===== config.mk =====
export PLATFORM = sky130hd
export DESIGN_NAME = base64_codec_flat
export DESIGN_NICKNAME = d
export VERILOG_FILES = /design/src/rtl/b64_pkg.sv /design/src/rtl/b64_if.sv /design/src/rtl/base64_codec.sv /design/src/rtl/b64_front.sv /design/src/rtl/b64_queue.sv /design/src/rtl/b64_back.sv /design/src/flat_wrapper.sv
export SDC_FILE = /design/constraint.sdc
export NUM_CORES = 1
export LEC_CHECK = 0
export BUFFER_PORTS_ARGS = -buffer_cell sky130_fd_sc_hd__buf_4
export CAP_MARGIN = 20
export CORE_MARGIN = 4
export CORE_UTILIZATION = 58
export DETAILED_ROUTE_END_ITERATION = 10
export HOLD_SLACK_MARGIN = 0.12
export PLACE_DENSITY_LB_ADDON = 0.05
export SETUP_SLACK_MARGIN = 0.3
export SYNTH_ARGS = -nofsm -noshare
export SYNTH_HDL_FRONTEND = slang
export SYNTH_SLANG_ARGS = --single-unit
export TNS_END_PERCENT = 1

===== constraint.sdc =====
create_clock -name clk -period 3.85 [get_ports clk]
set_clock_uncertainty 0.1 [all_clocks]
set_input_delay 0.1925 -clock clk [delete_from_list [all_inputs] [get_ports clk]]
set_output_delay 0.1925 -clock clk [all_outputs]
set_load 0.1 [all_outputs]

===== src/rtl/b64_pkg.sv =====
// Shared types, constants and character mapping functions for the Base64 codec.
// No dependencies; every other file of the block but b64_if.sv imports this package.
package b64_pkg;

    localparam int QUEUE_DEPTH = 4;
    localparam int PTR_W       = $clog2(QUEUE_DEPTH);
    localparam int CNT_W       = $clog2(QUEUE_DEPTH + 1);
    localparam int MAX_RES     = 4;

    localparam logic [7:0] PAD_CHAR = 8'h3D;

    localparam logic [1:0] ERR_NONE      = 2'd0;
    localparam logic [1:0] ERR_BAD_CHAR  = 2'd1;
    localparam logic [1:0] ERR_LONE_CHAR = 2'd2;

    typedef enum logic
    {
        MODE_ENCODE = 1'b0,
        MODE_DECODE = 1'b1
    } mode_t;

    typedef struct packed
    {
        logic [MAX_RES-1:0][7:0] bytes;
        logic [1:0]              last_idx;
        logic                    eom;
        logic                    nodata;
        logic [1:0]              err;
    } cmd_t;

    typedef struct packed
    {
        logic full;
        logic empty;
    } q_status_t;

    typedef struct packed
    {
        logic       pad;
        logic       bad;
        logic [5:0] value;
    } sextet_t;

    function automatic logic [7:0] enc_char(input logic [5:0] v);
        logic [7:0] r;
        if (v < 6'd26)
        begin
            r = 8'h41 + {2'b00, v};
        end
        else if (v < 6'd52)
        begin
            r = 8'h61 + {2'b00, v - 6'd26};
        end
        else if (v < 6'd62)
        begin
            r = 8'h30 + {2'b00, v - 6'd52};
        end
        else if (v == 6'd62)
        begin
            r = 8'h2B;
        end
        else
        begin
            r = 8'h2F;
        end
        return r;
    endfunction

    function automatic sextet_t sextet_of(input logic [7:0] c);
        sextet_t s;
        s = '0;
        if (c >= 8'h41 && c <= 8'h5A)
        begin
            s.value = 6'(c - 8'h41);
        end
        else if (c >= 8'h61 && c <= 8'h7A)
        begin
            s.value = 6'(c - 8'h61 + 8'd26);
        end
        else if (c >= 8'h30 && c <= 8'h39)
        begin
            s.value = 6'(c - 8'h30 + 8'd52);
        end
        else if (c == 8'h2B)
        begin
            s.value = 6'd62;
        end
        else if (c == 8'h2F)
        begin
            s.value = 6'd63;
        end
        else if (c == PAD_CHAR)
        begin
            s.pad = 1'b1;
        end
        else
        begin
            s.bad = 1'b1;
        end
        return s;
    endfunction

endpackage


===== src/rtl/b64_if.sv =====
// Handshake channel interfaces of the Base64 codec: requests, results, configuration.
// No dependencies.
interface b64_req_if;
    logic       valid;
    logic       ready;
    logic [7:0] in_byte;
    logic       end_of_message;

    modport source (output valid, output in_byte, output end_of_message, input ready);
    modport sink   (input valid, input in_byte, input end_of_message, output ready);
endinterface

interface b64_rsp_if;
    logic       valid;
    logic       ready;
    logic [7:0] out_byte;
    logic       run_last;
    logic       message_end;
    logic       no_data;
    logic [1:0] error_code;

    modport source (output valid, output out_byte, output run_last, output message_end,
                    output no_data, output error_code, input ready);
    modport sink   (input valid, input out_byte, input run_last, input message_end,
                    input no_data, input error_code, output ready);
endinterface

interface b64_cfg_if;
    logic valid;
    logic ready;
    logic direction_mode;

    modport source (output valid, output direction_mode, input ready);
    modport sink   (input valid, input direction_mode, output ready);
endinterface


===== src/rtl/base64_codec.sv =====
// Top level of the streaming Base64 codec: front end, command queue and result serialiser.
// Depends on b64_pkg, b64_if.sv, b64_front, b64_queue and b64_back.
//
// A request is taken in every cycle while the four-entry command queue has room; its
// results go through the queue and leave one per cycle from the serialiser while the result
// channel is ready. Encoding turns three bytes into four characters, so a steady encode
// stream is held back by the one-result-per-cycle serialiser; decoding makes three bytes per
// four characters and runs at one request per cycle while results are taken. Configuration
// writes are always ready and clear the group state; write only while the block is idle.
module base64_codec
(
    input  logic      clk,
    input  logic      rst_n,
    b64_req_if.sink   req,
    b64_rsp_if.source rsp,
    b64_cfg_if.sink   cfg
);
    import b64_pkg::*;

    cmd_t      push_cmd;
    cmd_t      head;
    q_status_t q_status;
    logic      push;
    logic      pop;

    b64_front u_front
    (
        .clk      (clk),
        .rst_n    (rst_n),
        .req      (req),
        .cfg      (cfg),
        .q_status (q_status),
        .push     (push),
        .push_cmd (push_cmd)
    );

    b64_queue u_queue
    (
        .clk      (clk),
        .rst_n    (rst_n),
        .push     (push),
        .push_cmd (push_cmd),
        .pop      (pop),
        .head     (head),
        .status   (q_status)
    );

    b64_back u_back
    (
        .clk      (clk),
        .rst_n    (rst_n),
        .head     (head),
        .q_status (q_status),
        .pop      (pop),
        .rsp      (rsp)
    );

endmodule


===== src/rtl/b64_front.sv =====
// Front end: accepts requests, keeps group state and builds a result command per finished group.
// Depends on b64_pkg and the channel interfaces in b64_if.sv.
module b64_front
(
    input  logic             clk,
    input  logic             rst_n,
    b64_req_if.sink          req,
    b64_cfg_if.sink          cfg,
    input  b64_pkg::q_status_t q_status,
    output logic             push,
    output b64_pkg::cmd_t    push_cmd
);
    import b64_pkg::*;

    mode_t       mode_reg;
    logic [23:0] bits_reg;
    logic [1:0]  cnt_reg;
    logic        bad_reg;

    logic [23:0] g_bits;
    logic [1:0]  g_cnt;
    logic        g_bad;
    logic [2:0]  n_res;
    logic [MAX_RES-1:0][7:0] res_bytes;
    logic [1:0]  res_err;
    logic        res_nodata;

    logic        item_acc;
    logic        cfg_acc;
    sextet_t     sx;
    logic [23:0] enc_sh;
    logic [1:0]  enc_cnt;
    logic [23:0] dec_sh;
    logic        eom;

    assign req.ready = !q_status.full;
    assign cfg.ready = 1'b1;
    assign item_acc  = req.valid && req.ready;
    assign cfg_acc   = cfg.valid && cfg.ready;
    assign eom       = req.end_of_message;

    assign sx      = sextet_of(req.in_byte);
    assign enc_sh  = {bits_reg[15:0], req.in_byte};
    assign enc_cnt = cnt_reg + 2'd1;
    assign dec_sh  = {bits_reg[17:0], sx.value};

    always_comb
    begin
        g_bits     = bits_reg;
        g_cnt      = cnt_reg;
        g_bad      = bad_reg;
        n_res      = 3'd0;
        res_bytes  = '0;
        res_err    = ERR_NONE;
        res_nodata = 1'b0;
        if (mode_reg == MODE_ENCODE)
        begin
            g_bits = enc_sh;
            g_cnt  = enc_cnt;
            if (enc_cnt == 2'd3)
            begin
                res_bytes[0] = enc_char(enc_sh[23:18]);
                res_bytes[1] = enc_char(enc_sh[17:12]);
                res_bytes[2] = enc_char(enc_sh[11:6]);
                res_bytes[3] = enc_char(enc_sh[5:0]);
                n_res  = 3'd4;
                g_bits = '0;
                g_cnt  = 2'd0;
            end
            else if (eom && enc_cnt == 2'd1)
            begin
                res_bytes[0] = enc_char(enc_sh[7:2]);
                res_bytes[1] = enc_char({enc_sh[1:0], 4'b0000});
                res_bytes[2] = PAD_CHAR;
                res_bytes[3] = PAD_CHAR;
                n_res = 3'd4;
            end
            else if (eom && enc_cnt == 2'd2)
            begin
                res_bytes[0] = enc_char(enc_sh[15:10]);
                res_bytes[1] = enc_char(enc_sh[9:4]);
                res_bytes[2] = enc_char({enc_sh[3:0], 2'b00});
                res_bytes[3] = PAD_CHAR;
                n_res = 3'd4;
            end
        end
        else
        begin
            if (sx.bad)
            begin
                g_bad = 1'b1;
            end
            else if (!sx.pad)
            begin
                if (cnt_reg == 2'd3)
                begin
                    res_bytes[0] = dec_sh[23:16];
                    res_bytes[1] = dec_sh[15:8];
                    res_bytes[2] = dec_sh[7:0];
                    n_res  = 3'd3;
                    g_bits = '0;
                    g_cnt  = 2'd0;
                end
                else
                begin
                    g_bits = dec_sh;
                    g_cnt  = cnt_reg + 2'd1;
                end
            end
            if (eom)
            begin
                case (g_cnt)
                    2'd2:
                    begin
                        res_bytes[0] = g_bits[11:4];
                        n_res = 3'd1;
                    end
                    2'd3:
                    begin
                        res_bytes[0] = g_bits[17:10];
                        res_bytes[1] = g_bits[9:2];
                        n_res = 3'd2;
                    end
                    2'd1:
                    begin
                        res_err = ERR_LONE_CHAR;
                    end
                    default:
                    begin
                    end
                endcase
                if (g_bad)
                begin
                    res_err = ERR_BAD_CHAR;
                end
                if (n_res == 3'd0)
                begin
                    res_nodata = 1'b1;
                    n_res      = 3'd1;
                end
            end
        end
    end

    assign push              = item_acc && (n_res != 3'd0);
    assign push_cmd.bytes    = res_bytes;
    assign push_cmd.last_idx = 2'(n_res - 3'd1);
    assign push_cmd.eom      = eom;
    assign push_cmd.nodata   = res_nodata;
    assign push_cmd.err      = eom ? res_err : ERR_NONE;

    always_ff @(posedge clk or negedge rst_n)
    begin
        if (!rst_n)
        begin
            mode_reg <= MODE_ENCODE;
            bits_reg <= '0;
            cnt_reg  <= '0;
            bad_reg  <= 1'b0;
        end
        else if (cfg_acc)
        begin
            mode_reg <= mode_t'(cfg.direction_mode);
            bits_reg <= '0;
            cnt_reg  <= '0;
            bad_reg  <= 1'b0;
        end
        else if (item_acc)
        begin
            if (eom)
            begin
                bits_reg <= '0;
                cnt_reg  <= '0;
                bad_reg  <= 1'b0;
            end
            else
            begin
                bits_reg <= g_bits;
                cnt_reg  <= g_cnt;
                bad_reg  <= g_bad;
            end
        end
    end

endmodule


===== src/rtl/b64_queue.sv =====
// Command queue between front end and result serialiser.
// Depends on b64_pkg.
module b64_queue
(
    input  logic               clk,
    input  logic               rst_n,
    input  logic               push,
    input  b64_pkg::cmd_t      push_cmd,
    input  logic               pop,
    output b64_pkg::cmd_t      head,
    output b64_pkg::q_status_t status
);
    import b64_pkg::*;

    cmd_t             entry_reg [QUEUE_DEPTH];
    logic [PTR_W-1:0] wr_ptr_reg;
    logic [PTR_W-1:0] rd_ptr_reg;
    logic [CNT_W-1:0] count_reg;
    logic [PTR_W-1:0] wr_ptr_next;
    logic [PTR_W-1:0] rd_ptr_next;
    logic [CNT_W-1:0] count_next;

    assign status.full  = (count_reg == CNT_W'(QUEUE_DEPTH));
    assign status.empty = (count_reg == '0);
    assign head         = entry_reg[rd_ptr_reg];

    always_comb
    begin
        wr_ptr_next = wr_ptr_reg;
        rd_ptr_next = rd_ptr_reg;
        count_next  = count_reg;
        if (push)
        begin
            wr_ptr_next = (wr_ptr_reg == PTR_W'(QUEUE_DEPTH - 1)) ? '0 : wr_ptr_reg + 1'b1;
        end
        if (pop)
        begin
            rd_ptr_next = (rd_ptr_reg == PTR_W'(QUEUE_DEPTH - 1)) ? '0 : rd_ptr_reg + 1'b1;
        end
        if (push && !pop)
        begin
            count_next = count_reg + 1'b1;
        end
        else if (pop && !push)
        begin
            count_next = count_reg - 1'b1;
        end
    end

    always_ff @(posedge clk or negedge rst_n)
    begin
        if (!rst_n)
        begin
            wr_ptr_reg <= '0;
            rd_ptr_reg <= '0;
            count_reg  <= '0;
        end
        else
        begin
            wr_ptr_reg <= wr_ptr_next;
            rd_ptr_reg <= rd_ptr_next;
            count_reg  <= count_next;
        end
    end

    always_ff @(posedge clk)
    begin
        if (push)
        begin
            entry_reg[wr_ptr_reg] <= push_cmd;
        end
    end

    a_no_push_full: assert property (@(posedge clk) disable iff (!rst_n)
        push |-> !status.full)
        else $error("command pushed into full queue");

    a_no_pop_empty: assert property (@(posedge clk) disable iff (!rst_n)
        pop |-> !status.empty)
        else $error("command popped from empty queue");

    a_count_bound: assert property (@(posedge clk) disable iff (!rst_n)
        count_reg <= CNT_W'(QUEUE_DEPTH))
        else $error("queue occupancy beyond depth");

    a_count_track: assert property (@(posedge clk) disable iff (!rst_n)
        $past(rst_n) |-> count_reg == $past(count_reg) + CNT_W'($past(push))
                                      - CNT_W'($past(pop)))
        else $error("queue occupancy does not follow push and pop");

endmodule


===== src/rtl/b64_back.sv =====
// Result serialiser: walks the head command out, one result per cycle while rsp is ready.
// Depends on b64_pkg and b64_rsp_if in b64_if.sv.
module b64_back
(
    input  logic               clk,
    input  logic               rst_n,
    input  b64_pkg::cmd_t      head,
    input  b64_pkg::q_status_t q_status,
    output logic               pop,
    b64_rsp_if.source          rsp
);
    import b64_pkg::*;

    logic [1:0] idx_reg;
    logic [1:0] idx_next;
    logic       at_last;
    logic       rsp_acc;

    assign at_last = (idx_reg == head.last_idx);
    assign rsp_acc = rsp.valid && rsp.ready;
    assign pop     = rsp_acc && at_last;

    assign rsp.valid       = !q_status.empty;
    assign rsp.out_byte    = head.bytes[idx_reg];
    assign rsp.run_last    = at_last;
    assign rsp.message_end = at_last && head.eom;
    assign rsp.no_data     = head.nodata;
    assign rsp.error_code  = (at_last && head.eom) ? head.err : ERR_NONE;

    always_comb
    begin
        idx_next = idx_reg;
        if (rsp_acc)
        begin
            idx_next = at_last ? 2'd0 : idx_reg + 2'd1;
        end
    end

    always_ff @(posedge clk or negedge rst_n)
    begin
        if (!rst_n)
        begin
            idx_reg <= 2'd0;
        end
        else
        begin
            idx_reg <= idx_next;
        end
    end

endmodule


===== src/flat_wrapper.sv =====
// flat-port wrapper written by rule: the top's interface ports become plain ports
module base64_codec_flat import b64_pkg::*;
  (clk, rst_n, req_valid, req_in_byte, req_end_of_message, req_ready, rsp_valid, rsp_out_byte, rsp_run_last, rsp_message_end, rsp_no_data, rsp_error_code, rsp_ready, cfg_valid, cfg_direction_mode, cfg_ready);
  b64_req_if req_i ();
  b64_rsp_if rsp_i ();
  b64_cfg_if cfg_i ();
  input  logic clk;
  input  logic rst_n;
  input wire logic [$bits(req_i.valid)-1:0] req_valid;
  input wire logic [$bits(req_i.in_byte)-1:0] req_in_byte;
  input wire logic [$bits(req_i.end_of_message)-1:0] req_end_of_message;
  output wire logic [$bits(req_i.ready)-1:0] req_ready;
  output wire logic [$bits(rsp_i.valid)-1:0] rsp_valid;
  output wire logic [$bits(rsp_i.out_byte)-1:0] rsp_out_byte;
  output wire logic [$bits(rsp_i.run_last)-1:0] rsp_run_last;
  output wire logic [$bits(rsp_i.message_end)-1:0] rsp_message_end;
  output wire logic [$bits(rsp_i.no_data)-1:0] rsp_no_data;
  output wire logic [$bits(rsp_i.error_code)-1:0] rsp_error_code;
  input wire logic [$bits(rsp_i.ready)-1:0] rsp_ready;
  input wire logic [$bits(cfg_i.valid)-1:0] cfg_valid;
  input wire logic [$bits(cfg_i.direction_mode)-1:0] cfg_direction_mode;
  output wire logic [$bits(cfg_i.ready)-1:0] cfg_ready;
  assign req_i.valid = req_valid;
  assign req_i.in_byte = req_in_byte;
  assign req_i.end_of_message = req_end_of_message;
  assign req_ready = req_i.ready;
  assign rsp_valid = rsp_i.valid;
  assign rsp_out_byte = rsp_i.out_byte;
  assign rsp_run_last = rsp_i.run_last;
  assign rsp_message_end = rsp_i.message_end;
  assign rsp_no_data = rsp_i.no_data;
  assign rsp_error_code = rsp_i.error_code;
  assign rsp_i.ready = rsp_ready;
  assign cfg_i.valid = cfg_valid;
  assign cfg_i.direction_mode = cfg_direction_mode;
  assign cfg_ready = cfg_i.ready;
  base64_codec u_core (.clk(clk), .rst_n(rst_n), .req(req_i), .rsp(rsp_i), .cfg(cfg_i));
endmodule

==> results of run 1 <==
## worst max-delay path, stage by stage
cell	delay (ns)
sky130_fd_sc_hd__buf_4	0.19
sky130_fd_sc_hd__ha_1	0.30
sky130_fd_sc_hd__inv_1	0.14
sky130_fd_sc_hd__a32o_2	0.32
sky130_fd_sc_hd__a211oi_4	0.21
sky130_fd_sc_hd__and3_4	0.25
sky130_fd_sc_hd__mux2_4	0.32
sky130_fd_sc_hd__nand2_4	0.12
sky130_fd_sc_hd__o21ai_4	0.10
sky130_fd_sc_hd__ha_4	0.18
sky130_fd_sc_hd__a21oi_4	0.25
sky130_fd_sc_hd__ha_4	0.18
sky130_fd_sc_hd__inv_2	0.04
sky130_fd_sc_hd__fa_2	0.34
sky130_fd_sc_hd__xor2_1	0.15
sky130_fd_sc_hd__nor2_1	0.12
sky130_fd_sc_hd__xor2_1	0.17
## layout by cell type (no fill, tap or decap), types with 7 or more instances in the layout
master	instances
sky130_fd_sc_hd__o21ai_0	64
sky130_fd_sc_hd__inv_1	28
sky130_fd_sc_hd__ha_1	82
sky130_fd_sc_hd__nand3_1	37
sky130_fd_sc_hd__mux2i_1	11
sky130_fd_sc_hd__a211o_1	9
sky130_fd_sc_hd__dfrtp_1	29
sky130_fd_sc_hd__nand4_1	14
sky130_fd_sc_hd__nor2_1	71
sky130_fd_sc_hd__and3_1	7
sky130_fd_sc_hd__a221oi_1	15
sky130_fd_sc_hd__buf_4	93
sky130_fd_sc_hd__o31ai_1	10
sky130_fd_sc_hd__clkbuf_16	17
sky130_fd_sc_hd__xnor2_1	52
sky130_fd_sc_hd__nand2_1	113
sky130_fd_sc_hd__xor2_1	37
sky130_fd_sc_hd__dlygate4sd3_1	9
sky130_fd_sc_hd__mux4_2	46
sky130_fd_sc_hd__a211oi_1	12
sky130_fd_sc_hd__a31oi_1	23
sky130_fd_sc_hd__edfxtp_1	152
sky130_fd_sc_hd__nor3_1	18
sky130_fd_sc_hd__and2_1	7
sky130_fd_sc_hd__o311ai_0	7
sky130_fd_sc_hd__nor2b_1	12
sky130_fd_sc_hd__a21o_1	16
sky130_fd_sc_hd__a21oi_1	60
sky130_fd_sc_hd__a221o_1	11
sky130_fd_sc_hd__o211ai_1	18
## power groups by stage
stage / combinational, mW / clock [mW] / sequential [mW]
2_1_floorplan: 2.54 / 0 / 2.51
3_3_place_gp: 3.25 / 0 / 2.57
3_5_place_dp: 3.26 / 0 / 2.58
4_1_cts: 3.29 / 1.68 / 2.54
5_1_grt: 3.48 / 1.78 / 2.56
6_report: 3.28 / 1.65 / 2.54
## what timing repair did
action,in CTS,in global routing
gates resized for setup,0,2
hold buffers,9,0
buffers inserted,0,0
endpoints found under the hold margin,43,0
setup endpoints to repair,0,1
## metal layers
layer	vias up	part of all wire	track usage
li1	4559	-	-
met1	4876	0.41	0.419
met2	492	0.49	0.512
met3	90	0.071	0.0497
met4	0	0.035	0.105
met5	-	0	0
## logic make-up after synthesis
| kind of cell | Yosys count | synth area share |
|---|---|---|
| flops | 183 | 0.422 |
| xor+xnor | 89 | 0.0616 |
| buf+inv | 112 | 0.0367 |
| mux | 64 | 0.0971 |
| simple gates | 326 | 0.124 |
| compound gates | 309 | 0.170 |
| fa+ha+maj | 88 | 0.0876 |
| other cells | 1 | 0.000296 |
## metrics by stage
step / total power, mW / setup WS, ns
after floorplan: 5.05 / 0.142
final: 7.48 / 0.506
after global routing: 7.82 / 0.304
after CTS: 7.52 / 0.526
after global placement: 5.82 / 0.160
after detailed placement: 5.84 / 0.0869
## final cells by class
cell class                      instances  area share
Tap cell                              275      0.0242
Sequential cell                       183       0.375
Timing Repair Buffer                  106      0.0610
Inverter                               35      0.0106
Clock buffer                           18      0.0302
Clock inverter                         14     0.00985
Multi-Input combinational cell        877       0.489
## final timing paths
| kind | depth (start not counted) | to | slack [ns] | from |
|---|---|---|---|---|
| setup / recovery | 17 | u_core.u_queue.count_reg[2] | 0.51 | req_in_byte[3] |
| hold / removal | 2 | u_core.u_front.bits_reg[6] | 0.17 | rst_n |
| setup reg to reg | 9 | u_core.u_queue.entry_reg[2][26] | 0.53 | u_core.u_front.bits_reg[0] |
| hold reg to reg | 1 | u_core.u_queue.count_reg[2] | 0.40 | u_core.u_queue.count_reg[2] |
| max in group asynchronous | 2 | u_core.u_queue.rd_ptr_reg[0] | 3.11 | rst_n |
| min in group clk | 5 | u_core.u_queue.wr_ptr_reg[1] | 0.23 | req_valid |
==> flow_summary.rst, run 1 <==
.. list-table::
   :header-rows: 1

   * - Metric
     - Value
   * - Initial Util
     - 0.596
   * - Portion of total power attributed to sequential cells
     - 0.340
   * - Synthesis-to-layout area growth
     - 12.5%
   * - Vias/cell
     - 6.64
   * - Clock slew at the register clock pins of the worst setup and hold paths
     - 0.07 ns
   * - Largest voltage drop on the vdd net
     - 0.000476 V
   * - Cells after synthesis
     - 1172
   * - Max-cap check violation count
     - 0
   * - Required @ worst endpoint
     - 4.09 ns
   * - Cell at the root of the clock tree
     - sky130_fd_sc_hd__clkbuf_16
   * - Prevailing post-synth register cell
     - sky130_fd_sc_hd__edfxtp_1
   * - Final antenna-violating net count
     - 0
   * - Row Count
     - 53
   * - Post-route minimum period
     - 3.34 ns
   * - Slew margin rel.
     - 0.338
   * - Final number of setup-violating endpoints
     - 0
   * - NetSw
     - 3.03 mW
   * - TritonCTS clock tree
     - done
   * - Unrepaired setup endpoints after global routing
     - no
   * - Number of antenna violations at the first check in global routing
     - 0
   * - Period Utilization, post-route
     - 0.868
   * - Fillers
     - 1662
   * - Count of boundary I/O pins
     - 31
   * - Reported leakage power
     - 5.26 nW
   * - Switching Share
     - 0.405
   * - Average cell area after synthesis
     - 10.8 sq um
   * - Final Max Tran Viols
     - 0
   * - Cell with the most instances after synthesis
     - sky130_fd_sc_hd__edfxtp_1
   * - First-pass GRT wire length
     - 57600 um
   * - Remaining Overflow, GRT
     - 0
   * - F_max
     - 299 MHz
   * - Share of final-layout standard cells stronger than drive strength 1
     - 0.181
   * - Synth unique cells
     - 84
   * - Crit path kind
     - in -> reg
   * - Count of antenna diodes in the layout
     - 0
   * - Cell taking the most area after synthesis
     - sky130_fd_sc_hd__edfxtp_1
   * - Sequential share of the synthesized area
     - 0.422
   * - Die span in x
     - 156 um
   * - Placeable core region
     - 0.0212 sq mm
   * - Overall die area
     - 0.0242 sq mm
   * - Cts bufs inserted
     - 17
   * - Cell Area, Placed
     - 0.0136 sq mm
   * - Post-Synthesis Cell Area
     - 0.0127 sq mm
   * - Post-route core utilization
     - 0.671
   * - HPWL Detailed
     - 27300 um
   * - Final cell count without fillers
     - 1508
   * - Final GP Congestion
     - 1.03
   * - EDFF count, synth
     - 152
   * - Cell internal power dissipation
     - 4.45 mW
   * - Total area of sequential cells
     - 0.00534 sq mm
   * - Initial drt markers
     - 1141
   * - Most area-consuming cells after synthesis
     - sky130_fd_sc_hd__edfxtp_1 (36%), sky130_fd_sc_hd__ha_1 (8.6%), sky130_fd_sc_hd__mux4_2 (8.2%), sky130_fd_sc_hd__dfrtp_1 (6.1%), sky130_fd_sc_hd__xnor2_1 (3.6%)
   * - Total track usage
     - 0.309
   * - Clock latency of the later-clocked register in the worst-skew pair
     - 0.43 ns
   * - Design area
     - 0.0142 sq mm
   * - Vias in the first global route
     - 9756
   * - Highest fanout seen on the critical path
     - 10
   * - Worst hold slack after final layout
     - 0.166 ns
   * - Number of buffer cells added on primary ports
     - 29
   * - Count of warnings emitted by yosys
     - 0
   * - Area share of the largest cell type after synthesis
     - 0.361
   * - Setup Total Neg Slack
     - 0 ns
   * - Async set-reset flop share out of synthesis
     - 0.169
   * - Kind of end point of the critical path
     - register
   * - Combinational group share of total power
     - 0.439
   * - Router iterations before antenna repair
     - 6
   * - PD cells
     - 525 mW/mm^2
   * - Hold/Removal Path Class
     - in -> async
   * - Overall via count from detail_route
     - 10000
   * - Proportion of power drawn by the clock network
     - 0.221
   * - Net total in the final layout
     - 1323
   * - TritonCTS Sinks
     - 183
   * - Maximum number of pins on one net before global-route repair
     - 47
   * - Number of flip-flops in the largest register
     - 152
   * - Transition time at the pin with the least slew margin
     - 0.985 ns
   * - Drt drc
     - 0
   * - Startpoint types
     - primary input
   * - Commonest cells in the netlist
     - sky130_fd_sc_hd__edfxtp_1 (152), sky130_fd_sc_hd__nand2_1 (113), sky130_fd_sc_hd__ha_1 (87)
   * - Total placed cells including tap cells
     - 1467
   * - Area of the multi-input gates
     - 0.00696 sq mm
   * - Total Routed Length
     - 37000 um
   * - Deepest level of the CTS H-tree
     - 4
   * - Number of buffers on the longest clock path
     - 2
   * - Number of flip-flops and latches in the synthesized netlist
     - 183
   * - Average wire per cell in the routed design
     - 24.5 um
   * - Syn nets
     - 1275
   * - Data arrival time of the critical path
     - 3.58 ns
   * - Status
     - complete, no violations
   * - Die boundary height
     - 156 um
   * - Fin. Hold Viols
     - 0
(Power assumes the default switching activity.)
==> run 2: changes to the inputs <==
--- a/config.mk
+++ b/config.mk
@@ -8,11 +8,13 @@
 export BUFFER_PORTS_ARGS = -buffer_cell sky130_fd_sc_hd__buf_4
 export CAP_MARGIN = 20
 export CORE_MARGIN = 4
-export CORE_UTILIZATION = 58
+export CORE_UTILIZATION = 59
+export CTS_BUF_LIST = sky130_fd_sc_hd__clkbuf_4 sky130_fd_sc_hd__clkbuf_8
 export DETAILED_ROUTE_END_ITERATION = 10
 export HOLD_SLACK_MARGIN = 0.12
-export PLACE_DENSITY_LB_ADDON = 0.05
+export PLACE_DENSITY = 0.79
 export SETUP_SLACK_MARGIN = 0.3
+export SLEW_MARGIN = 20
 export SYNTH_ARGS = -nofsm -noshare
 export SYNTH_HDL_FRONTEND = slang
 export SYNTH_SLANG_ARGS = --single-unit
==> flow_summary.rst, run 2 (same netlist as run 1, synthesis figures left out) <==
.. list-table::
   :header-rows: 1

   * - Metric
     - Value
   * - Status
     - complete, no violations
   * - Max-cap check violation count
     - 0 (unchanged)
   * - Period Utilization, post-route
     - 0.861 (-0.00703)
   * - Kind of end point of the critical path
     - register
   * - First-pass GRT wire length
     - 58700 um (+1.9%)
   * - Number of cell instances on the worst register-to-register path
     - 9 (unchanged)
   * - List of cells traversed by the critical path
     - inv_1 > ha_1 > a21o_1 > a21oi_1 > buf_4 > nand3_1 > o221ai_1 > a31oi_1 > o32ai_1
   * - Slew margin rel.
     - 0.329 (-0.00869)
   * - Commonest non-fill, non-tap cell in the layout
     - sky130_fd_sc_hd__edfxtp_1
   * - Total Routed Length
     - 37900 um (+2.5%)
   * - Crit Reg-Reg Endpoint
     - u_core.u_queue.entry_reg[0][26]
   * - Post-route core utilization
     - 0.666 (-0.00438)
   * - Cts bufs inserted
     - 17 (unchanged)
   * - Final cell count without fillers
     - 1507 (-0.066%)
   * - Initial Util
     - 0.600 (+0.00375)
   * - Share of final-layout standard cells stronger than drive strength 1
     - 0.179 (-0.00148)
   * - Count of antenna diodes in the layout
     - 0 (unchanged)
   * - Fin. Hold Viols
     - 0 (unchanged)
   * - PD cells
     - 509 mW/mm^2 (-3.0%)
   * - Deepest level of the CTS H-tree
     - 4 (unchanged)
   * - Average wire per cell in the routed design
     - 25.1 um (+2.6%)
   * - Row Count
     - 53 (unchanged)
   * - Unrepaired setup endpoints after global routing
     - no
   * - Die boundary height
     - 154 um (-0.81%)
   * - Vias/cell
     - 6.84 (+3.0%)
   * - TritonCTS clock tree
     - done
   * - Post-route minimum period
     - 3.32 ns (-0.0271 ns)
   * - Largest voltage drop on the vdd net
     - 0.000324 V (-32%)
   * - Met3 WL post-DR
     - 3430 um (+30%)
   * - Overall via count from detail_route
     - 10300 (+2.9%)
   * - Final number of setup-violating endpoints
     - 0 (unchanged)
   * - Routed length on met2
     - 18300 um (+1.7%)
   * - Highest fanout seen on the critical path
     - 9 (-1)
   * - Clock latency of the later-clocked register in the worst-skew pair
     - 0.48 ns (+0.05 ns)
   * - Detailed-route wire length on metal 1
     - 14500 um (-4.0%)
   * - Highest metal layer with signal wires
     - met4
   * - Critical path destination
     - u_core.u_queue.entry_reg[0][26]
   * - Final GP Congestion
     - 1.05 (+2.4%)
   * - Placeable core region
     - 0.0211 sq mm (-0.63%)
   * - Router iterations before antenna repair
     - 9 (+3)
   * - Crit path launch
     - u_core.u_front.bits_reg[0]
   * - F_max
     - 302 MHz (+0.82%)
   * - Transition time at the pin with the least slew margin
     - 0.998 ns (+0.0129 ns)
   * - Total placed cells including tap cells
     - 1465 (-0.14%)
   * - Crit path kind
     - reg -> reg
   * - Number of buffers on the longest clock path
     - 2 (unchanged)
   * - Remaining Overflow, GRT
     - 0 (unchanged)
   * - Reported leakage power
     - 5.18 nW (-1.4%)
   * - Flop-to-flop setup slack
     - 0.53 ns (about the same)
   * - Number of antenna violations at the first check in global routing
     - 0 (unchanged)
   * - Origin of the critical flop-to-flop path
     - u_core.u_front.bits_reg[0]
   * - Cell at the root of the clock tree
     - sky130_fd_sc_hd__clkbuf_8
   * - Fillers
     - 1583 (-4.8%)
   * - Initial drt markers
     - 1126 (-1.3%)
   * - Clock slew at the register clock pins of the worst setup and hold paths
     - 0.09 ns (+0.02 ns)
   * - Die span in x
     - 154 um (-0.81%)
   * - Number of flip-flops in the largest register
     - 152 (unchanged)
   * - Final Max Tran Viols
     - 0 (unchanged)
   * - Drt drc
     - 0 (unchanged)
   * - Total chip power
     - 7.16 mW (-4.3%)
   * - Vias in the first global route
     - 9934 (+1.8%)
   * - Number of buffer cells added on primary ports
     - 29 (unchanged)
   * - Net total in the final layout
     - 1322 (-0.076%)
   * - Count of boundary I/O pins
     - 31 (unchanged)
   * - Worst path max stage delay
     - 0.70 ns (+0.36 ns)
   * - Required @ worst endpoint
     - 3.90 ns (-0.19 ns)
   * - TritonCTS Sinks
     - 183 (unchanged)
   * - Synthesis-to-layout area growth
     - 11.1%
   * - Overall die area
     - 0.0239 sq mm (-1.6%)
   * - Hold/Removal Path Class
     - in -> async
   * - Startpoint types
     - register
   * - Total track usage
     - 0.318 (+0.00880)
   * - HPWL Detailed
     - 27700 um (+1.7%)
   * - Highest-count cells in the layout ignoring fill and taps
     - sky130_fd_sc_hd__edfxtp_1 (152), sky130_fd_sc_hd__nand2_1 (113), sky130_fd_sc_hd__buf_4 (90)
   * - Slowest CP cell
     - sky130_fd_sc_hd__o32ai_1
   * - Final antenna-violating net count
     - 0 (unchanged)
   * - Data arrival time of the critical path
     - 3.37 ns (-0.21 ns)
   * - Maximum number of pins on one net before global-route repair
     - 45 (-4.3%)
   * - Setup Total Neg Slack
     - 0 ns (unchanged)
==> run 2: cell count changes in the layout (fill, tap and decap cells not counted), sizes merged <==
cell / delta
bufinv: -1
buf: -2
dlygate4sd3: +1
inv: +1
clkinvlp: -2
clkinv: +2
==> run 2: metrics by stage <==
step	worst slack [ns]	hold slack [ns]	cell area, sq um
final	0.533	0.127	14100
after global routing	0.348	0.129	14100
after CTS	0.359	0.122	14000
after detailed placement	0.153	0.0576	13600
after global placement	0.205	0.0567	13600
after floorplan	0.142	-0.203	12800
==> run 2: how the worst min path moves through the flow <==
stage / cells past startpoint / end / slack (ns) / start
final: 2 / u_core.u_back.idx_reg[1] / 0.13 / rst_n
after CTS: 2 / u_core.u_back.idx_reg[1] / 0.12 / rst_n
after detailed placement: 1 / u_core.u_queue.rd_ptr_reg[0] / 0.06 / rst_n
after floorplan: 0 / u_core.u_back.idx_reg[0] / -0.20 / rst_n
after global routing: 2 / u_core.u_back.idx_reg[1] / 0.13 / rst_n
after global placement: 1 / u_core.u_back.idx_reg[0] / 0.06 / rst_n
==> run 2: final cells by class <==
cell class	instances	area [sq um]	share of cell area
inverters	35	151	0.0108
repair buffers	105	867	0.0617
flip-flops and latches	183	5340	0.380
clock inverters	14	155	0.0110
clock buffers	18	241	0.0172
multi-input cells	877	6950	0.495
well taps	275	344	0.0245
==> run 2: metal layers <==
metal	vias to the layer above	track usage
met5	-	0
met4	0	0.121
met3	132	0.0532
met2	650	0.528
met1	4968	0.421
li1	4559	-
==> run 2: critical path, delay by kind of cell (launching register included) <==
family | cells | cell delay [ns]
buf+inv | 2 | 0.47
compound gates | 5 | 1.40
fa+ha+maj | 1 | 0.27
flops | 1 | 0.66
simple gates | 1 | 0.10
==> run 2: repair_timing <==
item                                   in CTS  in global routing
endpoints found under the hold margin      43                  0
resized for setup                           0                  1
hold buffers                               10                  0
setup buffers                               0                  0
setup endpoints to repair                   0                  5
==> run 2: where the power goes <==
part           internal, mW  switching (mW)
Combinational          1.13            2.14
Sequential             2.40           0.214
Clock                 0.498           0.772
Total                  4.03            3.13
